==> config.mk <==
export PLATFORM = sky130hd
export DESIGN_NAME = http_head_token_hasher_unit
export DESIGN_NICKNAME = d
export VERILOG_FILES = /design/src/rtl/hhth_pkg.sv /design/src/rtl/hhth_front.sv /design/src/rtl/hhth_queue.sv /design/src/rtl/hhth_back.sv /design/src/rtl/http_head_token_hasher_unit.sv
export SDC_FILE = /design/constraint.sdc
export NUM_CORES = 1
export LEC_CHECK = 0
export ABC_AREA = 1
export BUFFER_PORTS_ARGS = -buffer_cell sky130_fd_sc_hd__buf_2
export CORE_UTILIZATION = 60
export DETAILED_ROUTE_END_ITERATION = 8
export PLACE_DENSITY_LB_ADDON = 0.05
export SETUP_SLACK_MARGIN = 0.5
export SYNTH_ARGS = -nofsm -noshare
export SYNTH_HDL_FRONTEND = slang
export SYNTH_HIERARCHICAL = 1
export SYNTH_SLANG_ARGS = --single-unit
==> constraint.sdc <==
create_clock -name clk -period 7.2 [get_ports clk]
set_input_delay 0.72 -clock clk [delete_from_list [all_inputs] [get_ports clk]]
set_output_delay 0.72 -clock clk [all_outputs]
set_load 0.02 [all_outputs]
==> src/rtl/hhth_pkg.sv <==
// ----------------------------------------------------------------------------
// hhth_pkg
// Types, constants and helpers shared by the request head hasher modules.
// ----------------------------------------------------------------------------
package hhth_pkg;

	localparam logic [31:0] FNV_BASIS = 32'd2166136261;
	localparam logic [31:0] FNV_PRIME = 32'd16777619;
	localparam logic [31:0] FOLD_MULT = 32'd2654435761;
	localparam logic [31:0] TAG_MULT  = 32'd40503;

	localparam logic [7:0] CH_SPACE = 8'd32;
	localparam logic [7:0] CH_CR    = 8'd13;
	localparam logic [7:0] CH_LF    = 8'd10;
	localparam logic [7:0] CH_COLON = 8'd58;

	typedef enum logic [2:0] {
		CL_SPACE,
		CL_CR,
		CL_LF,
		CL_COLON,
		CL_OTHER
	} class_t;

	typedef enum logic [3:0] {
		M_METHOD,
		M_TARGET,
		M_VERSION,
		M_LINE_CR,
		M_LINE_START,
		M_NAME,
		M_GAP,
		M_VALUE,
		M_BLANK_CR,
		M_DONE,
		M_BAD
	} mode_t;

	typedef enum logic [2:0] {
		OP_NONE,
		OP_HASH,
		OP_START,
		OP_FOLD_METHOD,
		OP_FOLD_TARGET,
		OP_FOLD_NAME,
		OP_FOLD_VALUE
	} op_t;

	typedef struct packed {
		logic [7:0] data;
		op_t        op;
		logic       last;
		logic       done;
	} item_t;

	typedef struct packed {
		logic full;
		logic empty;
	} qstat_t;

	function automatic class_t byte_class(input logic [7:0] b);
		class_t k;
		case (b)
			CH_SPACE: k = CL_SPACE;
			CH_CR:    k = CL_CR;
			CH_LF:    k = CL_LF;
			CH_COLON: k = CL_COLON;
			default:  k = CL_OTHER;
		endcase
		return k;
	endfunction

	// tag * TAG_MULT for the token kinds, worked out at elaboration
	function automatic logic [31:0] tag_term(input op_t op);
		logic [31:0] t;
		case (op)
			OP_FOLD_METHOD: t = 32'(TAG_MULT * 32'd1);
			OP_FOLD_TARGET: t = 32'(TAG_MULT * 32'd2);
			OP_FOLD_NAME:   t = 32'(TAG_MULT * 32'd3);
			OP_FOLD_VALUE:  t = 32'(TAG_MULT * 32'd4);
			default:        t = 32'd0;
		endcase
		return t;
	endfunction

endpackage

==> src/rtl/hhth_front.sv <==
// ----------------------------------------------------------------------------
// hhth_front
// Accepts head bytes, classes them and steps the parse mode machine; emits
// one hashing operation per byte into the queue.
// ----------------------------------------------------------------------------
module hhth_front (
	input  logic                clk,
	input  logic                arst_n,
	input  logic                in_valid,
	output logic                in_stall,
	input  logic [7:0]          head_byte,
	input  logic                last_byte,
	input  hhth_pkg::qstat_t    q_stat,
	output logic                push,
	output hhth_pkg::item_t     item
);

	hhth_pkg::mode_t  mode_q;
	hhth_pkg::mode_t  mode_step;
	hhth_pkg::mode_t  mode_next;
	hhth_pkg::op_t    op;
	hhth_pkg::class_t k;

	assign in_stall = q_stat.full;
	assign push     = in_valid && !q_stat.full;

	always_ff @(posedge clk or negedge arst_n) begin
		if (!arst_n) begin
			mode_q <= hhth_pkg::M_METHOD;
		end else begin
			mode_q <= mode_next;
		end
	end

	always_comb begin
		k         = hhth_pkg::byte_class(head_byte);
		mode_step = mode_q;
		op        = hhth_pkg::OP_NONE;
		case (mode_q)
			hhth_pkg::M_METHOD: begin
				if (k == hhth_pkg::CL_SPACE) begin
					op        = hhth_pkg::OP_FOLD_METHOD;
					mode_step = hhth_pkg::M_TARGET;
				end else begin
					op = hhth_pkg::OP_HASH;
				end
			end
			hhth_pkg::M_TARGET: begin
				if (k == hhth_pkg::CL_SPACE) begin
					op        = hhth_pkg::OP_FOLD_TARGET;
					mode_step = hhth_pkg::M_VERSION;
				end else begin
					op = hhth_pkg::OP_HASH;
				end
			end
			hhth_pkg::M_VERSION: begin
				if (k == hhth_pkg::CL_CR) mode_step = hhth_pkg::M_LINE_CR;
			end
			hhth_pkg::M_LINE_CR: begin
				mode_step = (k == hhth_pkg::CL_LF) ? hhth_pkg::M_LINE_START : hhth_pkg::M_BAD;
			end
			hhth_pkg::M_LINE_START: begin
				if (k == hhth_pkg::CL_CR) begin
					mode_step = hhth_pkg::M_BLANK_CR;
				end else begin
					op        = hhth_pkg::OP_START;
					mode_step = hhth_pkg::M_NAME;
				end
			end
			hhth_pkg::M_NAME: begin
				if (k == hhth_pkg::CL_COLON) begin
					op        = hhth_pkg::OP_FOLD_NAME;
					mode_step = hhth_pkg::M_GAP;
				end else begin
					op = hhth_pkg::OP_HASH;
				end
			end
			hhth_pkg::M_GAP: begin
				if (k == hhth_pkg::CL_CR) begin
					mode_step = hhth_pkg::M_LINE_CR;
				end else if (k != hhth_pkg::CL_SPACE) begin
					op        = hhth_pkg::OP_START;
					mode_step = hhth_pkg::M_VALUE;
				end
			end
			hhth_pkg::M_VALUE: begin
				if (k == hhth_pkg::CL_CR) begin
					op        = hhth_pkg::OP_FOLD_VALUE;
					mode_step = hhth_pkg::M_LINE_CR;
				end else begin
					op = hhth_pkg::OP_HASH;
				end
			end
			hhth_pkg::M_BLANK_CR: begin
				mode_step = (k == hhth_pkg::CL_LF) ? hhth_pkg::M_DONE : hhth_pkg::M_BAD;
			end
			default: begin
				mode_step = mode_q;
			end
		endcase

		mode_next = mode_q;
		if (push) mode_next = last_byte ? hhth_pkg::M_METHOD : mode_step;

		item.data = head_byte;
		item.op   = op;
		item.last = last_byte;
		item.done = (mode_step == hhth_pkg::M_DONE);
	end

endmodule

==> src/rtl/hhth_queue.sv <==
// ----------------------------------------------------------------------------
// hhth_queue
// Two-entry queue of hashing operations between the front and back parts.
// ----------------------------------------------------------------------------
module hhth_queue (
	input  logic                clk,
	input  logic                arst_n,
	input  logic                push,
	input  hhth_pkg::item_t     wr_item,
	input  logic                pop,
	output hhth_pkg::item_t     rd_item,
	output hhth_pkg::qstat_t    q_stat
);

	hhth_pkg::item_t slot_q [2];
	logic            wr_ptr_q;
	logic            rd_ptr_q;
	logic [1:0]      count_q;

	assign rd_item      = slot_q[rd_ptr_q];
	assign q_stat.full  = (count_q == 2'd2);
	assign q_stat.empty = (count_q == 2'd0);

	always_ff @(posedge clk) begin
		if (push) slot_q[wr_ptr_q] <= wr_item;
	end

	always_ff @(posedge clk or negedge arst_n) begin
		if (!arst_n) begin
			wr_ptr_q <= 1'b0;
			rd_ptr_q <= 1'b0;
			count_q  <= 2'd0;
		end else begin
			if (push) wr_ptr_q <= ~wr_ptr_q;
			if (pop) rd_ptr_q <= ~rd_ptr_q;
			case ({push, pop})
				2'b10:   count_q <= count_q + 2'd1;
				2'b01:   count_q <= count_q - 2'd1;
				default: count_q <= count_q;
			endcase
		end
	end

endmodule

==> src/rtl/hhth_back.sv <==
// ----------------------------------------------------------------------------
// hhth_back
// Runs the FNV-1a token hash and the multiply-xor fold, and holds the result
// of each head in an output register.
// ----------------------------------------------------------------------------
module hhth_back (
	input  logic                clk,
	input  logic                arst_n,
	input  hhth_pkg::qstat_t    q_stat,
	input  hhth_pkg::item_t     item,
	output logic                pop,
	output logic                out_valid,
	input  logic                out_stall,
	output logic [31:0]         head_checksum,
	output logic                head_complete,
	output logic [31:0]         running_total
);

	logic [31:0] hash_q;
	logic [31:0] fold_q;
	logic [31:0] total_q;
	logic        out_valid_q;
	logic [31:0] checksum_q;
	logic        complete_q;

	logic [31:0] hash_in;
	logic [31:0] hash_new;
	logic [31:0] fold_new;
	logic [31:0] sum;
	logic        is_fold;

	assign pop = !q_stat.empty && (!item.last || !out_valid_q || !out_stall);

	always_comb begin
		hash_in  = ((item.op == hhth_pkg::OP_START) ? hhth_pkg::FNV_BASIS : hash_q)
			^ {24'd0, item.data};
		hash_new = hash_in * hhth_pkg::FNV_PRIME;
		fold_new = (fold_q * hhth_pkg::FOLD_MULT) ^ (hhth_pkg::tag_term(item.op) + hash_q);
		sum      = item.done ? fold_q : 32'd0;
		is_fold  = (item.op == hhth_pkg::OP_FOLD_METHOD) || (item.op == hhth_pkg::OP_FOLD_TARGET)
			|| (item.op == hhth_pkg::OP_FOLD_NAME) || (item.op == hhth_pkg::OP_FOLD_VALUE);
	end

	always_ff @(posedge clk or negedge arst_n) begin
		if (!arst_n) begin
			hash_q      <= hhth_pkg::FNV_BASIS;
			fold_q      <= 32'd0;
			total_q     <= 32'd0;
			out_valid_q <= 1'b0;
		end else begin
			if (pop && item.last) begin
				out_valid_q <= 1'b1;
			end else if (out_valid_q && !out_stall) begin
				out_valid_q <= 1'b0;
			end
			if (pop) begin
				if (item.last) begin
					hash_q  <= hhth_pkg::FNV_BASIS;
					fold_q  <= 32'd0;
					total_q <= total_q + sum;
				end else begin
					if (item.op == hhth_pkg::OP_HASH || item.op == hhth_pkg::OP_START) begin
						hash_q <= hash_new;
					end
					if (is_fold) fold_q <= fold_new;
					if (item.op == hhth_pkg::OP_FOLD_METHOD) hash_q <= hhth_pkg::FNV_BASIS;
				end
			end
		end
	end

	// a complete head ends in the done mode, which never folds, so the fold register is final
	always_ff @(posedge clk) begin
		if (pop && item.last) begin
			checksum_q <= sum;
			complete_q <= item.done;
		end
	end

	assign out_valid     = out_valid_q;
	assign head_checksum = checksum_q;
	assign head_complete = complete_q;
	assign running_total = total_q;

endmodule

==> src/rtl/http_head_token_hasher_unit.sv <==
// After its last byte, a head's result passes through the queue and the output register.
// Throughput: one byte per cycle while in_stall is low; the hash multiply loop sets it.
// The two-entry queue lets bytes keep coming while a result waits on out_stall.
// Reset: arst_n clears the parse mode, the queue, token hash and fold, and the running total.
// ----------------------------------------------------------------------------
// http_head_token_hasher_unit
// HTTP request head parser that folds FNV-1a hashes of its tokens into a
// checksum per head and a running total.
// ----------------------------------------------------------------------------
module http_head_token_hasher_unit (
	input  logic        clk,
	input  logic        arst_n,
	input  logic        in_valid,
	output logic        in_stall,
	input  logic [7:0]  head_byte,
	input  logic        last_byte,
	output logic        out_valid,
	input  logic        out_stall,
	output logic [31:0] head_checksum,
	output logic        head_complete,
	output logic [31:0] running_total
);

	hhth_pkg::qstat_t q_stat;
	hhth_pkg::item_t  wr_item;
	hhth_pkg::item_t  rd_item;
	logic             push;
	logic             pop;

	hhth_front u_front (
		.clk       (clk),
		.arst_n    (arst_n),
		.in_valid  (in_valid),
		.in_stall  (in_stall),
		.head_byte (head_byte),
		.last_byte (last_byte),
		.q_stat    (q_stat),
		.push      (push),
		.item      (wr_item)
	);

	hhth_queue u_queue (
		.clk     (clk),
		.arst_n  (arst_n),
		.push    (push),
		.wr_item (wr_item),
		.pop     (pop),
		.rd_item (rd_item),
		.q_stat  (q_stat)
	);

	hhth_back u_back (
		.clk           (clk),
		.arst_n        (arst_n),
		.q_stat        (q_stat),
		.item          (rd_item),
		.pop           (pop),
		.out_valid     (out_valid),
		.out_stall     (out_stall),
		.head_checksum (head_checksum),
		.head_complete (head_complete),
		.running_total (running_total)
	);

`ifndef SYNTHESIS
	a_incomplete_zero: assert property (@(posedge clk) disable iff (!arst_n)
		(out_valid && !head_complete) |-> (head_checksum == 32'd0))
		else $error("incomplete head with nonzero checksum");

	a_pop_not_empty: assert property (@(posedge clk) disable iff (!arst_n)
		pop |-> !q_stat.empty)
		else $error("back part read an empty queue");

	a_stall_means_full: assert property (@(posedge clk) disable iff (!arst_n)
		in_stall |-> (!push && !q_stat.empty))
		else $error("front pushed into a full queue");

	a_total_steps: assert property (@(posedge clk) disable iff (!arst_n)
		(out_valid && !out_stall && !(pop && rd_item.last)) |=> $stable(running_total))
		else $error("running total moved without a new head result");
`endif

endmodule

# After elaboration in Yosys (flattened, before gate mapping)
# Memory sizes are Yosys's and may differ from the RTL's.
# Index checks and enable logic that the tools add are counted.
# totals
regBits,138
ram_bits,26
memories,1
# mem_list
memory,words,word_bits,read_ports,rd_ports_with_merged_regs,write_ports,line_no,text
u_queue.slot_q,2,13,1,0,1,hhth_queue.sv:15,hhth_pkg::item_t slot_q [2];
# classes
addsub,4
n_mul,2
eq_ne,25
n_mux,33
bitwise_logic,4
n_reduce_logical,27
# op_table
cell,count
32-bit 2-to-1 mux,7
18-bit case mux with 4 select lines,1
4-bit 2-to-1 mux,9
18-bit by 32-bit adder with 32-bit output,1
32-bit adder,1
32-bit by 25-bit multiplier with 32-bit output (second input constant),1
32-bit by 32-bit multiplier with 32-bit output (second input constant),1
4-bit case mux with 8 select lines,1
32-bit bitwise XOR,1
32-bit by 8-bit bitwise XOR with 32-bit output,1
3-bit case mux with 6 select lines,1
4-bit by 3-bit == test with 1-bit output (second input constant),4
8-bit by 4-bit == test with 1-bit output (second input constant),2
8-bit by 6-bit == test with 1-bit output (second input constant),2
3-bit by 2-bit == test with 1-bit output (second input constant),4
3-bit 2-to-1 mux,4
3-bit case mux with 4 select lines,1
3-bit == test (second input constant),3
4-bit by 2-bit == test with 1-bit output (second input constant),2
4-bit == test (second input constant),2
2-bit 2-to-1 mux,4
3-bit by 1-bit == test with 1-bit output (second input constant),2
1-bit logical OR,6
2-bit AND reduction,3
other kinds (16),31

# Longest topological paths before layout
# Gate-level depths: netlist of run 1.
# An unclocked memory read counts as a cell.
# depth
depth_word,8
depth_mapped,35

# Cells and area by module
# The synthesis of run 1 kept the hierarchy.
# modules_own_cells
module,n_inst,cells_per_inst,area_per_inst_um2,seq_area_each_um2
hhth_back,1,2929,23801.6,3435.8
hhth_queue,1,92,1214.9,880.8
hhth_front,1,124,680.7,100.1

# Worst setup path after synthesis of run 1
# Ideal clock, no wire load.
# synth_path
path_type,reg-to-reg
from,register u_back.fold_q[6]
to,register u_back.fold_q[27]
arrival_time_ps,6161
required_time_ps,7083
slack_ps,922
path_stages_with_launch,27
path_buffers,0
synth_period_minus_slack_ps,6278
path_cell_list,dfrtp_1 -> inv_1 -> fa_1 -> inv_1 -> fa_1 -> fa_1 -> inv_1 -> fa_1 -> inv_1 -> fa_1 -> inv_1 -> fa_1 -> inv_1 -> fa_1 -> inv_1 -> fa_1 -> inv_1 -> ha_1 -> a21oi_1 -> o21ai_0 -> a21oi_1 -> nand3_1 -> a21o_1 -> xor2_1 -> nand3_1 -> nand3_1 -> nand2_1
# synth_via
elab_chain_len,4
# synth_lines
item,line_no,text
start: declaration,hhth_back.sv:20,logic [31:0] fold_q;
start signal: assignment,hhth_back.sv:65,if (is_fold) fold_q <= fold_new;
32-bit by 32-bit multiplier with 32-bit output,hhth_back.sv:38,fold_new = (fold_q * hhth_pkg::FOLD_MULT) ^ (hhth_pkg::tag_term(item.op) + hash_q);
32-bit bitwise XOR,hhth_back.sv:38,
32-bit 2-to-1 mux,hhth_back.sv:65,
32-bit 2-to-1 mux,hhth_back.sv:57,if (item.last) begin
# No other way between the ends. The select of a mux whose other input is x is not followed.
# A chain may end at the register's enable or synchronous reset.

# Worst setup path in the final report of run 1
# layout_path
from,register u_back.fold_q[15]
to,register u_back.fold_q[30]
# Same word-level chain as after synthesis.

==> results.py, run 1 <==
metrics = {
    "run_status": {
        "status": "finished, final reports clean",
    },
    "drt": {
        "wl_mm": 74.2,
        "drt_iter0_markers": 1555,
        "ant_nets": 0,
        "routedWlPerCell_um": 19.4,
        "num_vias": 21104,
        "first_pass_iters": 6,
        "vias_per_cell": 5.53,
        "drc": 0,
    },
    "timing": {
        "worstMarginPinSlew_ns": 1.13,
        "relSlewSlack": 0.241,
        "fin_tns_setup_ns": 0,
        "hold_viol": 0,
        "whs_ns": 0.279,
        "max_freq_ghz": 0.153,
        "setup_violations": 0,
        "finalWorstSetupSlack_ns": 0.648,
        "clock_skew_ns": 0.0187,
        "maxSlewViolCount": 0,
        "fin_crit_ns": 6.55,
        "rsz0062_at_grt": "true",
        "min_period_over_period": 0.910,
    },
    "grt": {
        "grt_use_met1": 0.434,
        "grt_use_met3": 0.0618,
        "grt_util_met2": 0.602,
        "grt_start_max_net_pins": 59,
        "grt_pass1_vias": 21770,
        "antenna_found_initial": 1,
        "grt_usage": 0.356,
        "busiest_layer": "met2",
        "gr-total-overflow": 0,
        "grt_pass1_wl_mm": 117,
    },
    "critical_path": {
        "r2r-start": "u_back/fold_q[15]",
        "crit_path_max_fanout": 4,
        "end_kind": "flop",
        "crit_arrival_ns": 6.94,
        "critPathRequiredTime_ns": 7.58,
        "r2r_cells": 23,
        "r2r_slack_ns": 0.65,
        "cp-endpoint": "u_back/fold_q[30]",
        "critical_path.startpoint": "u_back/fold_q[15]",
        "path_class": "reg -> reg",
        "reg2reg_to": "u_back/fold_q[30]",
        "cp-start-kind": "flop",
    },
    "cts": {
        "clkLatencyLatePin_ns": 0.50,
        "cts_tree": "done",
        "cts_hold_buffers": 0,
        "cts_root_buf": "clkbuf_16",
        "clk_pin_slew_worst_paths_ns": 0.08,
        "numCtsBuffers": 17,
        "cts_buffer_depth": 2,
        "htreeDepth": 4,
        "cts_sinks": 164,
    },
    "min_path": {
        "holdCritPathClass": "in -> async",
    },
    "logic_synthesis": {
        "ys_top_cells_by_area": "fa_1 22%, ha_1 21%, inv_1 12%",
        "synth_top_area_share": 0.218,
        "synthCells": 3145,
        "synth_seq_cells": 164,
        "ys_seq_area_frac": 0.172,
        "synth_top_cell_by_area": "fa_1",
        "syn_avg_cell_area_um2": 8.17,
        "synthMuxAreaShare": 0,
        "synth_simple_gate_area_share": 0.150,
        "yosysWarnings": 6,
        "synth-edff-count": 59,
        "synth_compound_area_frac": 0.0837,
        "synth-xor-area-share": 0.0385,
        "synth_fa_ha_area_frac": 0.424,
        "synth_cell_types": 58,
        "ys_async_sr_fraction": 0.640,
        "netlist_area_mm2": 0.0257,
        "synth_top_flop_cell": "dfrtp_1",
        "synth_top_family_by_area": "adder cells",
        "synth_nets": 3860,
    },
    "floorplan": {
        "ioPinCount": 80,
        "num_rows": 75,
        "dieArea_mm2": 0.0437,
        "die_h_um": 209,
        "coreArea_mm2": 0.0421,
        "dieWidth_um": 209,
        "start_util": 0.610,
    },
    "layout": {
        "stdcell_area_mm2": 0.0277,
        "multi_input_area_mm2": 0.0180,
        "n_fill_cell": 3734,
        "area_delta_synth_final_pct": 7.94,
        "regArea_mm2": 0.00443,
        "drive_above_1_share": 0.0900,
        "nets": 3978,
    },
    "place": {
        "dp_worst_setup_slack_ns": 0.256,
        "io_buffer_count": 79,
        "gp_congestion": 1.03,
        "dpl_cell_area_mm2": 0.0268,
        "place_hpwl_mm": 62.9,
    },
    "run": {
        "maxCapViolCount": 0,
    },
}
cells by family after synthesis:
kind of cell	after synthesis
flops	164
compound gates	377
xor+xnor	112
simple gates	913
buf+inv	877
fa+ha+maj	702
flip-flops by register name, summed over array words and instances, names as in the netlist:
register              flops
u_back/running_total     32
u_back/out_valid          1
u_back/fold_q            32
u_queue/rd_ptr_q          1
u_queue/slot_q           26
u_back/head_checksum     32
u_front/mode_q            4
u_queue/wr_ptr_q          1
u_back/head_complete      1
u_queue/count_q           2
u_back/hash_q            32
cell usage after synthesis, types with 18 or more instances:
| cell type | instances |
|---|---|
| inv_1 | 822 |
| nand2_1 | 557 |
| ha_1 | 422 |
| fa_1 | 280 |
| nor2_1 | 149 |
| a21oi_1 | 136 |
| o21ai_0 | 120 |
| nand3_1 | 97 |
| dfrtp_1 | 91 |
| xor2_1 | 70 |
| edfxtp_1 | 59 |
| xnor2_1 | 41 |
| nor3_1 | 29 |
| nand4_1 | 19 |
| o22ai_1 | 19 |
| inv_2 | 18 |
how the worst min path moves through the flow:
stage	cells after the start	start	endpoint	slack [ns]
finish	1	arst_n	u_back/fold_q[2]	0.28
global route	1	arst_n	u_back/fold_q[2]	0.32
CTS	1	arst_n	u_back/fold_q[2]	0.28
detailed placement	1	u_queue/wr_ptr_q	u_queue/wr_ptr_q	0.48
global placement	1	u_queue/wr_ptr_q	u_queue/wr_ptr_q	0.48
floorplan	0	arst_n	u_back/fold_q[0]	0.42
cell type report:
class,instances,share of cell area
Multi-Input combinational cell,2104,0.650
Sequential cell,164,0.160
Inverter,840,0.114
Timing Repair Buffer,136,0.0298
Tap cell,539,0.0243
Clock buffer,18,0.0162
Clock inverter,14,0.00582
Antenna cell,1,0.0000902
stage by stage:
step / instances / util
floorplan: 3145 / -
global placement: 3757 / 0.635
detailed placement: 3757 / 0.635
CTS: 3796 / 0.651
global route: 3815 / 0.658
finish: 3816 / 0.658
layer usage:
layer | share of wire | vias up
li1 | - | 9997
met3 | 0.063 | 202
met2 | 0.48 | 721
met5 | 0 | -
met1 | 0.40 | 10184
met4 | 0.055 | 0
layout by cell type (no fill, tap or decap), drive strengths merged, types with 71 or more instances in the layout:
| cell type | n |
|---|---|
| inv | 841 |
| nand2 | 565 |
| ha | 422 |
| fa | 280 |
| nor2 | 160 |
| o21ai | 149 |
| a21oi | 137 |
| buf | 136 |
| nand3 | 99 |
| dfrtp | 91 |
| xor2 | 71 |
worst max-delay path: stages (launching register included):
cell and delay [ns]:
dfrtp_2 0.45, buf_4 0.16, fa_1 0.54, fa_1 0.48
fa_1 0.54, fa_1 0.51, inv_1 0.05, fa_1 0.53
fa_1 0.51, inv_1 0.05, fa_1 0.52, inv_1 0.06
fa_1 0.49, inv_1 0.05, ha_1 0.32, inv_1 0.11
nor3_4 0.19, and3_1 0.20, o21ai_0 0.09, nand3_1 0.17
xor2_2 0.19, nand3_1 0.09, nand2_1 0.06, o21ai_0 0.07
what timing repair did:
action / CTS / global route
buffers inserted: 7 / 19
pin swaps: 0 / 5
cloned: 0 / 0
gates resized for setup: 11 / 38
endpoints found under the setup margin: 6 / 18
Power of run 1 is left out: the tool's default activity adds up to more than one toggle a clock period on the data nets, which glitch-free logic cannot reach.
==> inputs of run 2 (changes only) <==
--- a/config.mk
+++ b/config.mk
@@ -5,11 +5,10 @@
 export SDC_FILE = /design/constraint.sdc
 export NUM_CORES = 1
 export LEC_CHECK = 0
-export ABC_AREA = 1
 export BUFFER_PORTS_ARGS = -buffer_cell sky130_fd_sc_hd__buf_2
 export CORE_UTILIZATION = 60
 export DETAILED_ROUTE_END_ITERATION = 8
-export PLACE_DENSITY_LB_ADDON = 0.05
+export PLACE_DENSITY = 0.87
 export SETUP_SLACK_MARGIN = 0.5
 export SYNTH_ARGS = -nofsm -noshare
 export SYNTH_HDL_FRONTEND = slang
==> run 2 against run 1 <==
Effect of this change: routed wire length down 11%; synthesized area down 6.2%; via count fell by 12%; global-route usage is 2.9 points lower; critical path type unchanged.
==> results.py, run 2 <==
metrics = {
    "run_status": {
        "status": "finished, final reports clean",
    },
    "cts": {
        "numCtsBuffers": 17,
        "cts_buffer_depth": 2,
        "cts_hold_buffers": 0,
        "cts_tree": "done",
        "clkLatencyLatePin_ns": 0.44,
        "htreeDepth": 4,
        "cts_sinks": 164,
        "clk_pin_slew_worst_paths_ns": 0.08,
        "cts_root_buf": "clkbuf_16",
    },
    "floorplan": {
        "ioPinCount": 80,
        "coreArea_mm2": 0.0396,
        "dieArea_mm2": 0.0410,
        "start_util": 0.608,
        "die_h_um": 202,
        "num_rows": 73,
        "dieWidth_um": 202,
    },
    "critical_path": {
        "end_kind": "flop",
        "crit_path_max_incr_delay_ns": 0.53,
        "crit_top_cell": "fa_1",
        "reg2reg_to": "u_back/fold_q[31]",
        "critPathRequiredTime_ns": 7.51,
        "r2r_slack_ns": 0.51,
        "r2r-start": "u_back/fold_q[4]",
        "crit_path_max_fanout": 5,
        "path_class": "reg -> reg",
        "crit_arrival_ns": 7.01,
        "cpMaxStageDelayCell": "fa_1",
        "r2r_cells": 25,
        "cp-start-kind": "flop",
    },
    "min_path": {
        "holdCritPathClass": "in -> async",
    },
    "logic_synthesis": {
        "ys_seq_area_frac": 0.183,
        "synth_common_cells": "580 x inv_1, 422 x ha_1, 280 x fa_1, 138 x xnor2_1, 135 x nand2_1",
        "synth_cell_types": 94,
        "synth-edff-count": 59,
        "ys_top_cells_by_area": "fa_1 23%, ha_1 22%, dfrtp_1 9.4%",
        "synth_seq_cells": 164,
        "yosysWarnings": 6,
        "yosysMostFrequentCell": "inv_1",
        "synth_top_area_share": 0.233,
        "syn_avg_cell_area_um2": 9.77,
        "synth_top_cell_by_area": "fa_1",
        "synth_top_flop_cell": "dfrtp_1",
        "synthCells": 2467,
        "synth_nets": 3182,
        "netlist_area_mm2": 0.0241,
        "ys_async_sr_fraction": 0.640,
    },
    "grt": {
        "grt_pass1_vias": 19654,
        "grt_pass1_wl_mm": 103,
        "gr-total-overflow": 0,
        "grt_start_max_net_pins": 68,
        "antenna_found_initial": 0,
        "grt_usage": 0.326,
    },
    "drt": {
        "routedWlPerCell_um": 21.1,
        "drc": 0,
        "drt_iter0_markers": 1411,
        "wl_mm": 66.1,
        "vias_per_cell": 5.89,
        "first_pass_iters": 6,
        "num_vias": 18498,
        "ant_nets": 0,
    },
    "run": {
        "maxCapViolCount": 0,
    },
    "layout": {
        "final_cell_mix": "565 x inv_1, 411 x ha_1, 274 x fa_1",
        "area_delta_synth_final_pct": 9.55,
        "nets": 3315,
        "final_util": 0.666,
        "drive_above_1_share": 0.126,
        "mostFrequentLayoutCell": "inv_1",
    },
    "timing": {
        "setup_violations": 0,
        "whs_ns": 0.279,
        "maxSlewViolCount": 0,
        "min_period_over_period": 0.930,
        "max_freq_ghz": 0.149,
        "hold_viol": 0,
        "clock_skew_ns": 0.0136,
        "rsz0062_at_grt": "true",
        "fin_tns_setup_ns": 0,
        "relSlewSlack": 0.132,
        "worstMarginPinSlew_ns": 1.30,
        "fin_crit_ns": 6.69,
    },
    "place": {
        "io_buffer_count": 79,
        "place_hpwl_mm": 53.4,
        "gp_congestion": 1.00,
    },
}
run 2: cell types whose count changed in the layout (fill, tap and decap cells not counted), sizes merged, moves of 17 or more:
cell / previous run / this run
o21ai: 149 / 108
xnor2: 41 / 138
nand2b: 1 / 22
nand2: 565 / 135
a21oi: 137 / 79
nand3: 99 / 27
and2: 2 / 53
xor2: 71 / 54
buf: 136 / 156
inv: 841 / 587
nor2: 160 / 77
run 2: how the worst max path moves through the flow:
stage | slack (ns) | startpoint | end | cells past startpoint
2_1_floorplan | 0.50 | u_back/fold_q[6] | u_back/fold_q[30] | 26
3_3_place_gp | 0.28 | u_back/fold_q[6] | u_back/fold_q[30] | 26
3_5_place_dp | 0.07 | u_back/fold_q[8] | u_back/fold_q[30] | 22
4_1_cts | 0.51 | u_back/fold_q[15] | u_back/fold_q[31] | 23
5_1_grt | 0.28 | u_back/fold_q[4] | u_back/fold_q[31] | 26
6_report | 0.51 | u_back/fold_q[4] | u_back/fold_q[31] | 25
run 2: cell type report:
class,instances,area [um^2]
antenna,1,2.50
clock buffer,18,429
clock inverter,14,165
fill,2952,13200
inverter,580,2180
multi-input combinational,1681,17600
sequential,164,4430
tap,525,657
timing repair buffer,156,980
run 2: cells by family (layout without fill, tap and decap cells):
kind of cell,after synthesis,in the layout,share of synthesized area
other cells,0,1,0
xor+xnor,193,193,0.0707
mux,17,17,0.00774
flops,164,164,0.183
buf+inv,624,768,0.102
fa+ha+maj,702,702,0.452
simple gates,410,412,0.0860
compound gates,357,357,0.0991
run 2: critical path: cells and delay by family (launching register included):
family | cells | cell delay, ns
AOI/OAI and AO/OA | 6 | 1.28
adders and majority gates | 9 | 4.01
buffers and inverters | 8 | 0.38
DFF | 1 | 0.39
and+or+nand+nor | 2 | 0.53
run 2: what timing repair did:
item | 4_1_cts | 5_1_grt
buffers inserted | 5 | 28
pin swaps | 11 | 29
setup endpoints to repair | 16 | 23
gates cloned | 0 | 2
resized for setup | 31 | 58
run 2: layer usage:
layer  share of wire  vias to the layer above  GRT usage
li1                -                     8253          -
met2            0.49                      856      0.557
met5               0                        -          0
met3           0.073                      271     0.0568
met1            0.37                     9118      0.386
met4           0.065                        0      0.192
run 2: through the flow:
stage                     area [um^2]  cells  setup WS, ns
after detailed placement        25200   3071        0.0730
final                           26400   3139         0.506
after CTS                       26000   3108         0.505
after global routing            26400   3138         0.282
after floorplan                 24100   2467         0.503
after global placement          25200   3071         0.282
Power of run 2 is left out for the same reason.
==> inputs of run 3 (changes only) <==
--- a/config.mk
+++ b/config.mk
@@ -6,6 +6,7 @@
 export NUM_CORES = 1
 export LEC_CHECK = 0
 export BUFFER_PORTS_ARGS = -buffer_cell sky130_fd_sc_hd__buf_2
+export CORE_ASPECT_RATIO = 0.7
 export CORE_UTILIZATION = 60
 export DETAILED_ROUTE_END_ITERATION = 8
 export PLACE_DENSITY = 0.87
==> run 3 against run 2 <==
Effect of this change: critical path depth fell by 3; global-route usage grew 1.3 points; clock skew rose by 0.0041 ns; first-iteration DRC count up 12%; worst setup slack got worse by 0.037 ns; sequential share of layout area shrank 0.19 points; sequential cell count unchanged; via count is 0.44% lower; final area grew 1.1%; routed wire length is 1.7% higher; non-clock buffer count is 11 higher; fmax is 0.55% lower; critical endpoint unchanged; largest cell class unchanged.
==> results.py, run 3 (synthesized netlist as in run 2, its figures left out) <==
metrics = {
    "grt": {
        "grt_pass1_vias": 19007,
        "grt_usage": 0.340,
        "grt_util_met2": 0.500,
        "grt_use_met1": 0.494,
        "busiest_layer": "met2",
        "grt_start_max_net_pins": 64,
        "grt_use_met3": 0.0887,
        "antenna_found_initial": 2,
        "grt_pass1_wl_mm": 106,
        "gr-total-overflow": 0,
    },
    "cts": {
        "cts_sinks": 164,
        "cts_buffer_depth": 2,
        "htreeDepth": 4,
        "cts_tree": "done",
        "clkLatencyLatePin_ns": 0.46,
        "cts_root_buf": "clkbuf_16",
        "clk_pin_slew_worst_paths_ns": 0.08,
        "numCtsBuffers": 17,
    },
    "layout": {
        "drive_above_1_share": 0.136,
        "mostFrequentLayoutCell": "inv_1",
        "n_antenna_cell": 0,
        "nets": 3325,
        "final_cell_mix": "568 x inv_1, 411 x ha_1, 277 x fa_1",
        "fin_cells": 3158,
        "final_util": 0.674,
        "area_delta_synth_final_pct": 10.8,
    },
    "floorplan": {
        "ioPinCount": 80,
        "die_h_um": 170,
        "dieArea_mm2": 0.0410,
        "dieWidth_um": 242,
        "start_util": 0.608,
        "coreArea_mm2": 0.0396,
        "num_rows": 61,
    },
    "drt": {
        "vias_per_cell": 5.83,
        "wl_mm": 67.2,
        "routedWlPerCell_um": 21.3,
        "drt_iter0_markers": 1576,
        "ant_nets": 0,
        "drc": 0,
        "num_vias": 18416,
        "first_pass_iters": 6,
    },
    "timing": {
        "relSlewSlack": 0.190,
        "min_period_over_period": 0.935,
        "fin_crit_ns": 6.73,
        "rsz0062_at_grt": "true",
        "clock_skew_ns": 0.0176,
        "maxSlewViolCount": 0,
        "setup_violations": 0,
        "max_freq_ghz": 0.149,
        "worstMarginPinSlew_ns": 1.21,
        "fin_tns_setup_ns": 0,
        "hold_viol": 0,
    },
    "critical_path": {
        "crit_path_max_incr_delay_ns": 0.60,
        "crit_top_cell": "fa_1",
        "reg2reg_to": "u_back/fold_q[31]",
        "crit_arrival_ns": 7.07,
        "path_class": "reg -> reg",
        "cpMaxStageDelayCell": "fa_1",
        "r2r-start": "u_back/fold_q[13]",
        "crit_chain": "clkinvlp_4 > fa_1 > fa_1 > inv_1 > fa_1 > fa_1 > fa_1 > inv_1 > fa_1 > inv_1 > fa_1 > inv_1 > fa_1 > inv_1 > ha_4 > a21oi_2 > nor2b_1 > inv_1 > o211ai_1 > nand3_1 > a21o_2 > a32o_1",
        "end_kind": "flop",
        "crit_path_max_fanout": 4,
        "r2r_slack_ns": 0.47,
        "r2r_cells": 22,
        "critPathRequiredTime_ns": 7.54,
        "cp-start-kind": "flop",
    },
    "place": {
        "place_hpwl_mm": 55.0,
        "placedCellCount": 3093,
        "io_buffer_count": 79,
        "gp_congestion": 1.02,
    },
    "run": {
        "maxCapViolCount": 0,
    },
    "min_path": {
        "holdCritPathClass": "in -> async",
    },
    "run_status": {
        "status": "finished, final reports clean",
    },
}
run 3: critical path: cells and delay by family, from the launching register on:
family	cells	cell delay, ns
flip-flops	1	0.50
AO/OA/AOI/OAI	4	0.64
AND/OR/NAND/NOR	2	0.32
adder cells (fa/ha/maj)	9	4.51
buffers and inverters	7	0.64
run 3: worst max-delay path by stage:
| stage | endpoint | from | cells past startpoint | slack (ns) |
|---|---|---|---|---|
| final | u_back/fold_q[31] | u_back/fold_q[13] | 22 | 0.47 |
| after global placement | u_back/fold_q[30] | u_back/fold_q[10] | 22 | 0.27 |
| after floorplan | u_back/fold_q[30] | u_back/fold_q[6] | 26 | 0.50 |
| after detailed placement | u_back/fold_q[23] | u_back/fold_q[4] | 26 | 0.12 |
| after global routing | u_back/fold_q[31] | u_back/fold_q[13] | 22 | 0.27 |
| after CTS | u_back/fold_q[23] | u_back/fold_q[5] | 26 | 0.46 |
run 3: cell type report:
type / instances / area [um^2]
well taps: 535 / 669
fillers: 2983 / 12900
inverters: 580 / 2190
multi-input cells: 1680 / 17700
repair buffers: 167 / 1080
clock inverters: 15 / 169
clock buffers: 17 / 425
flip-flops and latches: 164 / 4430
run 3: per-stage QoR:
stage	setup slack, ns	cell area, um^2	hold WS, ns
after detailed placement	0.121	25300	0.491
after global placement	0.269	25300	0.468
after CTS	0.462	26200	0.341
final	0.469	26700	0.327
after floorplan	0.503	24100	0.424
after global routing	0.268	26700	0.372
run 3: routing by layer:
| layer | vias up | wire [um] | share of wire |
|---|---|---|---|
| met3 | 114 | 6920 | 0.10 |
| li1 | 8271 | - | - |
| met1 | 9163 | 29900 | 0.44 |
| met5 | - | 29 | 0.00043 |
| met2 | 862 | 28900 | 0.43 |
| met4 | 6 | 1440 | 0.021 |
run 3: what timing repair did:
action | in CTS | in global routing
pin swaps | 26 | 44
setup endpoints to repair | 23 | 26
hold buffers | 0 | 0
setup buffers | 11 | 21
resized for setup | 43 | 80
gates cloned | 0 | 1
Power of run 3 is left out for the same reason.
